<file path="src/rtl/usart_serial_controller_macros.svh">
// assertion macros for the usart serial controller
// no dependencies; included by rtl modules that assert
`ifndef USART_SERIAL_CONTROLLER_MACROS_SVH
`define USART_SERIAL_CONTROLLER_MACROS_SVH
`ifndef SYNTHESIS
`define USC_ASSERT_IMPL(label, clk, rst_n, prop) \
  label: assert property (@(posedge clk) disable iff (!rst_n) prop) else $error("%m failed");
`define USC_ASSERT_NEXT(label, clk, rst_n, a, b) \
  label: assert property (@(posedge clk) disable iff (!rst_n) (a) |=> (b)) else $error("%m failed");
`else
`define USC_ASSERT_IMPL(label, clk, rst_n, prop)
`define USC_ASSERT_NEXT(label, clk, rst_n, a, b)
`endif
`endif

</file>
<file path="src/rtl/usc_pkg.sv">
// shared codes for the usart serial controller
// no dependencies
`default_nettype none
package usc_pkg;
  localparam logic [3:0] OP_WR_CTRL = 4'd0;
  localparam logic [3:0] OP_WR_DATA = 4'd1;
  localparam logic [3:0] OP_RD_STAT = 4'd2;
  localparam logic [3:0] OP_RD_DATA = 4'd3;
  localparam logic [3:0] OP_RXD     = 4'd4;
  localparam logic [3:0] OP_TXC     = 4'd5;
  localparam logic [3:0] OP_RXC     = 4'd6;
  localparam logic [3:0] OP_DSR     = 4'd7;
  localparam logic [3:0] OP_CTS     = 4'd8;
  localparam logic [3:0] OP_SYNDET  = 4'd9;

  localparam logic [2:0] TX_NONE = 3'd0, TX_START = 3'd1, TX_DATA = 3'd2, TX_PARITY = 3'd3;
  localparam logic [2:0] TX_STOP = 3'd4, TX_STOP15 = 3'd5, TX_STOP2 = 3'd6, TX_IDLE = 3'd7;
  localparam logic [2:0] RX_NONE = 3'd0, RX_WAIT = 3'd1, RX_START = 3'd2, RX_DATA = 3'd3;
  localparam logic [2:0] RX_PARITY = 3'd4, RX_STOP = 3'd5, RX_HUNT = 3'd6;

  localparam int ST_TXR = 0, ST_RXR = 1, ST_TXE = 2, ST_PE = 3;
  localparam int ST_OE = 4, ST_FE = 5, ST_SYN = 6, ST_BRK = 7;
  localparam int P_RXD = 0, P_TXC = 1, P_RXC = 2, P_DSR = 3, P_CTS = 4, P_TXD = 5;
  localparam logic [5:0] PINS_RESET = 6'h3D;
  localparam logic [7:0] MODE_RESET = 8'h4E;
  localparam logic [7:0] NO_READ = 8'hFF;

  // event word: tuser operation[3:0] on top of tdata {pad, level, data[7:0]}
  typedef struct packed {
    logic [3:0] operation;
    logic [6:0] pad;
    logic       level;
    logic [7:0] data;
  } in_word_t;
endpackage
`default_nettype wire

</file>
<file path="src/rtl/usart_serial_controller.sv">
// 8251-style usart event processor, top level
// depends on usc_pkg and usart_serial_controller_macros.svh
//
// usage: each input transaction carries one event (cpu register access or a
// pin level change): the operation in in_tuser, byte and level in in_tdata.
// every event yields exactly one result transaction on out_* with the read
// byte and the current pin levels.
// the event is processed in the cycle it is accepted and its result
// is registered, so it appears in the next cycle. throughput: one event per
// cycle, limited only by the one-deep result register; a new event is taken
// whenever the result register is empty or is being drained in that cycle.
// a stalled receiver (out_tready low) holds the result and, once the result
// register is full, holds in_tready low.
// reset (rst_n low, synchronous) loads mode 0x4E, clears command, sync and
// status state, sets all pins high except txc and empties the result register.
`default_nettype none
`include "usart_serial_controller_macros.svh"
module usart_serial_controller (
  input  wire logic        clk,
  input  wire logic        rst_n,
  input  wire logic        in_tvalid,
  output      logic        in_tready,
  input  wire logic [15:0] in_tdata,   // data[7:0], level[8], zero pad
  input  wire logic [3:0]  in_tuser,   // operation[3:0]
  output      logic        out_tvalid,
  input  wire logic        out_tready,
  output      logic [23:0] out_tdata   // read_value[7:0], txd, txrdy, txempty, rxrdy,
                                       // dtr_n, rts_n, syn_brk, setup_phase[16:15], pad
);
  import usc_pkg::*;

  logic [7:0] mode_r, cmd_r, s1_r, s2_r, txh_r, rxh_r, txs_r, rxs_r, st_r;
  logic [1:0] ip_r, txt_r, rxt_r, brk_r;
  logic [2:0] txp_r, rxp_r;
  logic [3:0] txb_r, rxb_r;
  logic [6:0] txr_r, rxr_r;
  logic       txpb_r, rxpb_r, txbf_r;
  logic [5:0] pin_r;
  logic [23:0] out_r;
  logic       ov_r;

  logic [7:0] mode_nxt, cmd_nxt, s1_nxt, s2_nxt, txh_nxt, rxh_nxt, txs_nxt, rxs_nxt, st_nxt;
  logic [1:0] ip_nxt, txt_nxt, rxt_nxt, brk_nxt;
  logic [2:0] txp_nxt, rxp_nxt;
  logic [3:0] txb_nxt, rxb_nxt;
  logic [6:0] txr_nxt, rxr_nxt;
  logic       txpb_nxt, rxpb_nxt, txbf_nxt;
  logic [5:0] pin_nxt;
  logic [23:0] out_nxt;

  in_word_t   iw;
  logic       acc;
  assign iw = in_word_t'({in_tuser, in_tdata});
  assign in_tready = !ov_r || out_tready;
  assign acc = in_tvalid && in_tready;
  assign out_tvalid = ov_r;
  assign out_tdata = out_r;

  always_comb begin
    logic [7:0] mode, cmd, s1, s2, txh, rxh, txs, rxs, st, rd;
    logic [1:0] ip, txt, rxt, brk;
    logic [2:0] txp, rxp;
    logic [3:0] txb, rxb, n;
    logic [6:0] txr, rxr, f;
    logic       txpb, rxpb, txbf, old, rxd, lv, sb, go, matched;
    logic [5:0] pin;
    logic       hunt_rq, hunt_sec, data_rq, found_rq, found_hunt, char_rq, sce_rq;
    logic       txa_rq, txsync_rq;
    mode = mode_r; cmd = cmd_r; s1 = s1_r; s2 = s2_r; txh = txh_r; rxh = rxh_r;
    txs = txs_r; rxs = rxs_r; st = st_r; ip = ip_r; txt = txt_r; rxt = rxt_r;
    brk = brk_r; txp = txp_r; rxp = rxp_r; txb = txb_r; rxb = rxb_r; txr = txr_r;
    rxr = rxr_r; txpb = txpb_r; rxpb = rxpb_r; txbf = txbf_r; pin = pin_r;
    rd = NO_READ; lv = iw.level; old = 1'b0; rxd = pin_r[P_RXD];
    hunt_rq = 1'b0; hunt_sec = 1'b0; data_rq = 1'b0; found_rq = 1'b0;
    found_hunt = 1'b0; char_rq = 1'b0; sce_rq = 1'b0; txa_rq = 1'b0;
    txsync_rq = 1'b0; go = 1'b0; matched = 1'b0; sb = 1'b0;
    n = {2'b00, mode_r[3:2]} + 4'd5;
    case (mode_r[1:0])
      2'd0: f = 7'd0;
      2'd1: f = 7'd1;
      2'd2: f = 7'd16;
      default: f = 7'd64;
    endcase
    case (iw.operation)
      OP_WR_CTRL: begin
        if (ip_r == 2'd0) begin
          mode = iw.data;
          n = {2'b00, mode[3:2]} + 4'd5;
          case (mode[1:0])
            2'd0: f = 7'd0;
            2'd1: f = 7'd1;
            2'd2: f = 7'd16;
            default: f = 7'd64;
          endcase
          rxb = n + {3'd0, mode[4]}; txb = n;
          st = 8'h05; rxp = RX_NONE; rxt = 2'd0; brk = 2'd0;
          txp = TX_NONE; txt = 2'd0; txbf = 1'b0; pin = PINS_RESET;
          if (mode[1:0] == 2'd0) ip = 2'd1;
          else begin
            ip = 2'd3; txa_rq = 1'b1; rxp = RX_WAIT;
          end
        end else if (ip_r != 2'd3) begin
          if (ip_r == 2'd1) s1 = iw.data; else s2 = iw.data;
          if (ip_r == 2'd1 && !mode_r[7]) ip = 2'd2;
          else begin
            ip = 2'd3; txsync_rq = 1'b1; hunt_rq = 1'b1;
          end
        end else begin
          cmd = iw.data;
          if (iw.data[6]) ip = 2'd0;
          else begin
            if (iw.data[4]) st = st & 8'hC7;
            if (iw.data[3]) begin
              txbf = 1'b1; pin[P_TXD] = 1'b0;
            end else if (txbf_r) begin
              txbf = 1'b0; pin[P_TXD] = 1'b1;
              if (mode_r[1:0] == 2'd0) txsync_rq = 1'b1; else txa_rq = 1'b1;
            end
            if (mode_r[1:0] == 2'd0 && iw.data[7]) hunt_rq = 1'b1;
          end
        end
      end
      OP_WR_DATA: begin
        if (ip_r == 2'd3) begin
          txh = iw.data; st[ST_TXE] = 1'b0; st[ST_TXR] = 1'b0;
        end
      end
      OP_RD_STAT: begin
        rd = {!pin_r[P_DSR], st_r[6:0]};
        if (mode_r[1:0] == 2'd0 && !mode_r[6]) st[ST_SYN] = 1'b0;
      end
      OP_RD_DATA: begin
        if (st_r[ST_RXR]) begin
          rd = rxh_r; st[ST_RXR] = 1'b0;
        end
      end
      OP_RXD: begin
        if (mode_r[1:0] != 2'd0 && rxp_r == RX_WAIT && pin_r[P_RXD] && !lv) begin
          rxp = RX_START; rxr = (f > 7'd1) ? {1'b0, f[6:1]} : f;
        end
        if (mode_r[1:0] != 2'd0 && lv) begin
          st[ST_BRK] = 1'b0; brk = 2'd0;
        end
        pin[P_RXD] = lv;
      end
      OP_TXC: begin
        old = pin_r[P_TXC];
        pin[P_TXC] = lv;
        if (ip_r == 2'd3 && !txbf_r && old != lv && !lv) begin
          go = !pin_r[P_CTS] && cmd_r[0];
          if (mode_r[1:0] == 2'd0) begin
            if (txp_r == TX_DATA) begin
              if (go || txb_r != n) begin
                pin[P_TXD] = txs_r[0]; txs = {1'b0, txs_r[7:1]};
                txb = txb_r - 4'd1;
                if (txb == 4'd0) begin
                  if (mode_r[4]) txp = TX_PARITY; else txsync_rq = 1'b1;
                end
              end
            end else if (txp_r == TX_PARITY) begin
              pin[P_TXD] = txpb_r; txsync_rq = 1'b1;
            end
          end else if (txr_r > 7'd1) txr = txr_r - 7'd1;
          else begin
            txr = f;
            case (txp_r)
              TX_START: if (go) begin
                pin[P_TXD] = 1'b0; txp = TX_DATA;
              end
              TX_DATA: begin
                pin[P_TXD] = txs_r[0]; txs = {1'b0, txs_r[7:1]};
                txb = txb_r - 4'd1;
                if (txb == 4'd0) txp = mode_r[4] ? TX_PARITY : TX_STOP;
              end
              TX_PARITY: begin
                pin[P_TXD] = txpb_r; txp = TX_STOP;
              end
              TX_STOP: begin
                pin[P_TXD] = 1'b1;
                if (mode_r[7:6] == 2'd2) txp = TX_STOP15;
                else if (mode_r[7:6] == 2'd3) txp = TX_STOP2;
                else txp = TX_IDLE;
              end
              TX_STOP15, TX_STOP2: begin
                if (txp_r == TX_STOP15 && f > 7'd1) txr = {1'b0, f[6:1]};
                pin[P_TXD] = 1'b1; txp = TX_IDLE;
              end
              TX_IDLE: txa_rq = 1'b1;
              default: ;
            endcase
          end
        end
      end
      OP_RXC: begin
        old = pin_r[P_RXC];
        pin[P_RXC] = lv;
        if (ip_r == 2'd3 && old != lv && lv) begin
          go = 1'b1;
          if (mode_r[1:0] != 2'd0) begin
            if (rxr_r > 7'd1) begin
              rxr = rxr_r - 7'd1; go = 1'b0;
            end else rxr = f;
          end
          if (go) begin
            case (rxp_r)
              RX_HUNT: if (mode_r[1:0] == 2'd0 && !mode_r[6]) begin
                rxb = rxb_r - 4'd1;
                if (rxb == 4'd0 && mode_r[4]) begin
                  if (rxpb_r == rxd) begin
                    found_rq = 1'b1; found_hunt = 1'b1;
                  end else hunt_rq = 1'b1;
                end else if (rxs_r[0] == rxd) begin
                  rxs = {1'b0, rxs_r[7:1]};
                  if (rxb == 4'd0) begin
                    found_rq = 1'b1; found_hunt = 1'b1;
                  end
                end else hunt_rq = 1'b1;
              end
              RX_WAIT: if (!rxd && brk_r != 2'd0) begin
                rxp = RX_START; rxr = (f > 7'd1) ? {1'b0, f[6:1]} : f;
              end
              RX_START: begin
                if (rxd) rxp = RX_WAIT;
                else begin
                  rxp = RX_DATA; rxs = 8'd0; rxb = n;
                end
              end
              RX_DATA: begin
                rxs = {rxd, rxs_r[7:1]};
                rxb = rxb_r - 4'd1;
                if (rxb == 4'd0) begin
                  rxs = rxs >> (4'd8 - n);
                  if (mode_r[4]) begin
                    rxp = RX_PARITY; rxpb = 1'b0;
                  end else if (mode_r[1:0] == 2'd0) sce_rq = 1'b1;
                  else rxp = RX_STOP;
                end
              end
              RX_PARITY: begin
                if (rxd != rxpb_r) st[ST_PE] = 1'b1;
                if (mode_r[1:0] == 2'd0) sce_rq = 1'b1; else rxp = RX_STOP;
              end
              RX_STOP: begin
                if (!rxd) begin
                  st[ST_FE] = 1'b1;
                  if (brk_r != 2'd0) begin
                    brk = 2'd2; st[ST_BRK] = 1'b1;
                  end else brk = 2'd1;
                end
                char_rq = 1'b1; rxp = RX_WAIT;
              end
              default: ;
            endcase
          end
        end
      end
      OP_DSR: pin[P_DSR] = lv;
      OP_CTS: pin[P_CTS] = lv;
      OP_SYNDET: begin
        if (mode_r[1:0] == 2'd0 && mode_r[6] && st_r[ST_SYN] != lv) begin
          st[ST_SYN] = lv;
          if (lv) data_rq = 1'b1;
        end
      end
      default: ;
    endcase
    // receive parity computed on assembled character
    if (rxp == RX_PARITY && rxp_r == RX_DATA) begin
      rxpb = 1'b0;
      for (int i = 0; i < 8; i++) if (4'(i) < n) rxpb = rxpb ^ rxs[i];
      rxpb = mode[5] ? rxpb : !rxpb;
    end
    if (sce_rq) char_rq = 1'b1;
    // store the finished character before the shift register is reused
    if (char_rq) begin
      rxh = rxs;
      if (st[ST_RXR]) st[ST_OE] = 1'b1;
      st[ST_RXR] = 1'b1;
    end
    // sync character end: check for sync match
    if (sce_rq) begin
      matched = (rxt_r == 2'd1 && rxs == s1_r) || (rxt_r == 2'd2 && rxs == s2_r);
      if (matched) found_rq = 1'b1;
      else begin
        rxp = RX_DATA; rxb = n; rxs = 8'd0;
      end
    end
    if (found_rq) begin
      if (rxt_r == 2'd1 && !mode_r[7]) begin
        hunt_sec = 1'b1;
        if (found_hunt) hunt_rq = 1'b1;
        else data_rq = 1'b1;
      end else begin
        data_rq = 1'b1; st[ST_SYN] = 1'b1;
      end
    end
    if (hunt_rq) begin
      rxp = RX_HUNT;
      if (mode[1:0] == 2'd0 && !mode[6]) begin
        rxt = hunt_sec ? 2'd2 : 2'd1;
        rxs = hunt_sec ? s2 : s1;
        rxpb = 1'b0;
        for (int i = 0; i < 8; i++) if (4'(i) < n) rxpb = rxpb ^ rxs[i];
        rxpb = mode[5] ? rxpb : !rxpb;
        rxb = n + {3'd0, mode[4]};
      end else rxt = 2'd0;
      st[ST_RXR] = 1'b0;
    end else if (data_rq) begin
      rxp = RX_DATA; rxt = hunt_sec ? 2'd2 : 2'd1; rxb = n; rxs = 8'd0;
    end
    if (txsync_rq) begin
      if (txt_r == 2'd1 && !mode[7]) begin
        txt = 2'd2; txs = s2;
      end else if (!st[ST_TXR]) begin
        txt = 2'd0; txs = txh; st[ST_TXR] = 1'b1;
      end else begin
        txt = 2'd1; txs = s1; st[ST_TXE] = 1'b1;
      end
      txp = TX_DATA; txb = n;
    end
    if (txa_rq) begin
      if (!st[ST_TXR]) begin
        txp = TX_START; txs = txh; txb = n; st[ST_TXR] = 1'b1;
      end else begin
        st[ST_TXE] = 1'b1; txp = TX_IDLE;
      end
      txr = f;
      if (iw.operation == OP_TXC && txp == TX_START && !pin[P_CTS] && cmd[0]) begin
        pin[P_TXD] = 1'b0; txp = TX_DATA;
      end
    end
    if (txsync_rq || txa_rq) begin
      txpb = 1'b0;
      for (int i = 0; i < 8; i++) if (4'(i) < n) txpb = txpb ^ txs[i];
      txpb = mode[5] ? txpb : !txpb;
    end
    if (mode[1:0] == 2'd0 && !mode[6]) sb = st[ST_SYN];
    else if (mode[1:0] != 2'd0) sb = st[ST_BRK];
    else sb = 1'b0;
    out_nxt = {7'd0, ip, sb, !cmd[5], !cmd[1], st[ST_RXR], st[ST_TXE],
               st[ST_TXR] && cmd[0] && !pin[P_CTS], pin[P_TXD], rd};
    mode_nxt = mode; cmd_nxt = cmd; s1_nxt = s1; s2_nxt = s2; txh_nxt = txh;
    rxh_nxt = rxh; txs_nxt = txs; rxs_nxt = rxs; st_nxt = st; ip_nxt = ip;
    txt_nxt = txt; rxt_nxt = rxt; brk_nxt = brk; txp_nxt = txp; rxp_nxt = rxp;
    txb_nxt = txb; rxb_nxt = rxb; txr_nxt = txr; rxr_nxt = rxr; txpb_nxt = txpb;
    rxpb_nxt = rxpb; txbf_nxt = txbf; pin_nxt = pin;
  end

  always_ff @(posedge clk) begin
    if (!rst_n) begin
      mode_r <= MODE_RESET; cmd_r <= '0; s1_r <= '0; s2_r <= '0; txs_r <= '0;
      rxs_r <= '0; st_r <= '0; ip_r <= '0; txt_r <= '0; rxt_r <= '0; brk_r <= '0;
      txp_r <= TX_NONE; rxp_r <= RX_NONE; txb_r <= '0; rxb_r <= '0; txr_r <= '0;
      rxr_r <= '0; txpb_r <= 1'b0; rxpb_r <= 1'b0; txbf_r <= 1'b0;
      pin_r <= PINS_RESET; ov_r <= 1'b0;
    end else begin
      if (acc) begin
        mode_r <= mode_nxt; cmd_r <= cmd_nxt; s1_r <= s1_nxt; s2_r <= s2_nxt;
        txs_r <= txs_nxt; rxs_r <= rxs_nxt; st_r <= st_nxt; ip_r <= ip_nxt;
        txt_r <= txt_nxt; rxt_r <= rxt_nxt; brk_r <= brk_nxt; txp_r <= txp_nxt;
        rxp_r <= rxp_nxt; txb_r <= txb_nxt; rxb_r <= rxb_nxt; txr_r <= txr_nxt;
        rxr_r <= rxr_nxt; txpb_r <= txpb_nxt; rxpb_r <= rxpb_nxt;
        txbf_r <= txbf_nxt; pin_r <= pin_nxt;
      end
      if (acc) ov_r <= 1'b1;
      else if (out_tready) ov_r <= 1'b0;
    end
  end

  // payload registers, no reset
  always_ff @(posedge clk) begin
    if (acc) begin
      txh_r <= txh_nxt; rxh_r <= rxh_nxt; out_r <= out_nxt;
    end
  end

  `USC_ASSERT_NEXT(a_hold, clk, rst_n, ov_r && !out_tready, ov_r && $stable(out_r))
  `USC_ASSERT_NEXT(a_acc_valid, clk, rst_n, acc, ov_r)
  `USC_ASSERT_IMPL(a_break_low, clk, rst_n, txbf_r |-> !pin_r[P_TXD])
endmodule
`default_nettype wire

</file>
<file path="config.mk">
export PLATFORM = sky130hd
export DESIGN_NAME = usart_serial_controller
export DESIGN_NICKNAME = d
export VERILOG_FILES = /design/src/rtl/usc_pkg.sv /design/src/rtl/usart_serial_controller.sv
export VERILOG_INCLUDE_DIRS = /design/src /design/src/rtl
export SDC_FILE = /design/constraint.sdc
export NUM_CORES = 1
export LEC_CHECK = 0
export BUFFER_PORTS_ARGS = -buffer_cell sky130_fd_sc_hd__buf_2
export CORE_MARGIN = 4
export CORE_UTILIZATION = 65
export DETAILED_ROUTE_END_ITERATION = 6
export GPL_TIMING_DRIVEN = 0
export PLACE_DENSITY_LB_ADDON = 0.12
export SYNTH_ARGS = -nofsm -noshare
export SYNTH_HDL_FRONTEND = slang
export SYNTH_SLANG_ARGS = --single-unit
export TNS_END_PERCENT = 5
</file>
<file path="constraint.sdc">
create_clock -name clk -period 7.5 [get_ports clk]
set_input_delay 0 -clock clk [delete_from_list [all_inputs] [get_ports clk]]
set_output_delay 0 -clock clk [all_outputs]
set_load 0.005 [all_outputs]
</file>
==> impl_metrics.tcl <==
set metrics [dict create \
    status "finished with violations" \
    violations "DRC" \
    period_share_pct 68.1 \
    grt_max_degree 35 \
    synthDistinctLibCells 93 \
    ff2ff_path_depth 16 \
    grt_use_total_pct 42.5 \
    powerDensity_nw_per_um2 177 \
    setup.worst_path.class "reg -> reg" \
    setup_viol 0 \
    hold_viol 0 \
    syn_area_um2 10000 \
    tns_ns 0 \
    critPathLaunch "mode_r[1]$_SDFFE_PN1P_" \
    cts_sinks 130 \
    synth_flop_cell "dfxtp_1" \
    max_slew.worst_pin.slew_ns 1.08 \
    grt_pass1_vias 10500 \
    dr.pass1.iters 7 \
    setup.worst_path.end_class "flip-flop" \
    synth.ff_latch_count 130 \
    antenna_found_initial 1 \
    postCtsResizedCells 0 \
    areaGrowthSynthToFinish_pct 10.7 \
    rr_startpoint "mode_r[1]$_SDFFE_PN1P_" \
    post_cts_buffers 0 \
    cts_buffers 17 \
    leakagePower_nw 4.11 \
    initial_core_util_pct 66.3 \
    finalCriticalPeriod_ns 5.11 \
    fin_worst_skew_ns 0.0157 \
    nets 1417 \
    worstPathRequired_ns 7.78 \
    cp-start-kind "flip-flop" \
    die_w_um 132 \
    htree_levels 4 \
    tritoncts "done" \
    cts_root_buffer "clkbuf_16" \
    grt_pass1_wl_mm 58.2 \
    worstPathArrival_ns 5.39 \
    gr-total-overflow 0 \
    synth_edf_count 33 \
    max_slew_margin_pct 26.2 \
    hp-start "in_tdata[1]" \
    cts_max_path_buffers 2 \
    min_path_type "in -> reg" \
    cap_violations 0 \
    antenna_left 0 \
    syn_area_per_cell_um2 7.65 \
    placed_area_um2 10500 \
    maxSlewViolCount 0 \
    netlist_top_cells_area "dfxtp_1 (19%), edfxtp_1 (9.9%), nand2_1 (6.9%)" \
    final_core_utilization_pct 73.4 \
    cp_max_fo 10 \
    p_total_mw 1.97 \
    wl_per_cell_um 24.6 \
    layout-drive-gt1-share_pct 8.93 \
    synth_cells 1314 \
    async_flop_share_pct 0 \
    dieArea_um2 17500 \
    synth_top_cell_area_share_pct 19.3 \
    drt_iter0_markers 2008 \
    num_vias 11500 \
    insertion_delay_ns 0.45 \
    postLayoutCellArea_um2 11100 \
    yosys_warnings 0 \
    diodes 0 \
    routed_wl_mm 38.8 \
    gp_congestion 1.02 \
    clkTransAtPathRegs_ns 0.07 \
    rsz0062_at_grt "false" \
    seq_area_frac_synth_pct 29.2 \
    fmax_mhz 196 \
    ios 50 \
    hpwl_mm 27.9 \
    fp.dieH_um 132 \
    fillers 1199 \
    ir_worst_vdd_v 0.000174 \
    core_um2 15100 \
    drc 7 \
    routed_via_density 7.28 \
    portBuffers 31 \
    holdPathStages 3 \
    rows 45 \
    yosys.area.top_type "dfxtp_1" \
]
## metrics by stage
stage          hold WS, ns  cells  worst slack, ns
2_1_floorplan        0.121   1320             3.68
3_3_place_gp         0.262   1539             2.74
3_5_place_dp         0.268   1539             2.75
4_1_cts             0.0116   1576             2.71
5_1_grt             0.0371   1576             2.28
6_report            0.0368   1576             2.39
## cells in the final DEF (no fill, tap or decap), types with 23 or more instances in the layout
cell type,instances
mux2i_1,45
a211oi_1,37
edfxtp_1,33
o22ai_1,23
nor3_1,41
nand2_1,184
clkbuf_1,88
o21ai_0,75
buf_2,37
nand3_1,31
a21oi_1,96
inv_1,42
nor2_1,107
dfxtp_1,97
a21boi_0,27
xnor2_1,29
## cell usage after synthesis, drive strengths merged, types with 18 or more instances
library cell	number
nand2b	18
nand3	31
a211oi	39
xnor2	29
o22ai	23
edfxtp	33
a21oi	97
buf	21
nor2b	22
nor3	41
a21boi	29
inv	42
dfxtp	97
mux2i	45
xor2	21
o21ai	84
clkbuf	90
nand2	184
nor2	107
## final timing paths
kind | to | slack (ns)
setup / recovery | rxs_r[7]$_SDFFE_PN0P_ | 2.39
hold / removal | txh_r[1]$_DFFE_PP_ | 0.04
setup reg to reg | rxs_r[7]$_SDFFE_PN0P_ | 2.39
hold reg to reg | rxt_r[1]$_SDFFE_PN0P_ | 0.48
## layout make-up
| type | count | area [um2] | share of cell area (%) |
|---|---|---|---|
| buffer | 111 | 460 | 4.14 |
| clock buffer | 18 | 450 | 4.05 |
| clock inverter | 14 | 163 | 1.46 |
| inverter | 43 | 161 | 1.45 |
| multi-input combinational | 1036 | 6520 | 58.6 |
| sequential | 130 | 2930 | 26.4 |
| tap | 188 | 235 | 2.11 |
| timing repair buffer | 36 | 205 | 1.84 |
## what timing repair did
| action | in CTS | in global routing |
|---|---|---|
| endpoints found under the setup margin | 0 | 0 |
| hold buffers | 5 | 0 |
| endpoints found under the hold margin | 5 | 0 |
## state kept, by name, indices dropped and copies added (netlist names), 3 cells and up
name	count
txs_r	8
s2_r	8
st_r	8
rxh_r	8
rxs_r	8
txh_r	8
txb_r	4
out_tdata	17
mode_r	8
txr_r	7
cmd_r	3
rxb_r	4
txp_r	3
pin_r	6
rxr_r	7
s1_r	8
rxp_r	3
## power by group
| part | switching [mW] | internal [mW] |
|---|---|---|
| sequential | 0.0226 | 0.742 |
| clock | 0.390 | 0.494 |
| combinational | 0.215 | 0.111 |
| total | 0.627 | 1.35 |
## cells by family (layout without fill, tap and decap cells)
logic type,Yosys count,in the layout,synth area share (%)
buf+inv,154,222,6.18
other cells,1,7,0.0373
xor+xnor,50,50,4.36
compound gates,402,402,27.3
flops,130,130,29.2
simple gates,495,495,23.5
mux,64,64,7.17
fa+ha+maj,18,18,2.32
## worst max-delay path: stages, from the launching register on
cell and delay (ns):
dfxtp_1 0.32, clkbuf_1 0.25, nor3_1 0.77, nand2_1 0.41
a211oi_1 0.54, a31oi_1 0.12, nor3b_1 0.21, a21bo_2 0.24
nor4_1 0.31, a41oi_2 0.28, a21oi_2 0.30, nand2b_2 0.20
mux2i_1 0.15, and2_1 0.26, buf_6 0.14, a221oi_1 0.35
a211oi_1 0.09
## routing by layer
metal | GRT usage, % | vias up | share of wire [%]
li1 | - | 4914 | -
met1 | 55.3 | 5137 | 36
met2 | 62.7 | 1113 | 41
met3 | 11.3 | 302 | 15
met4 | 26.7 | 2 | 7.7
met5 | 0 | - | 0.044
Note: power is estimated with default switching activity, not from simulation.
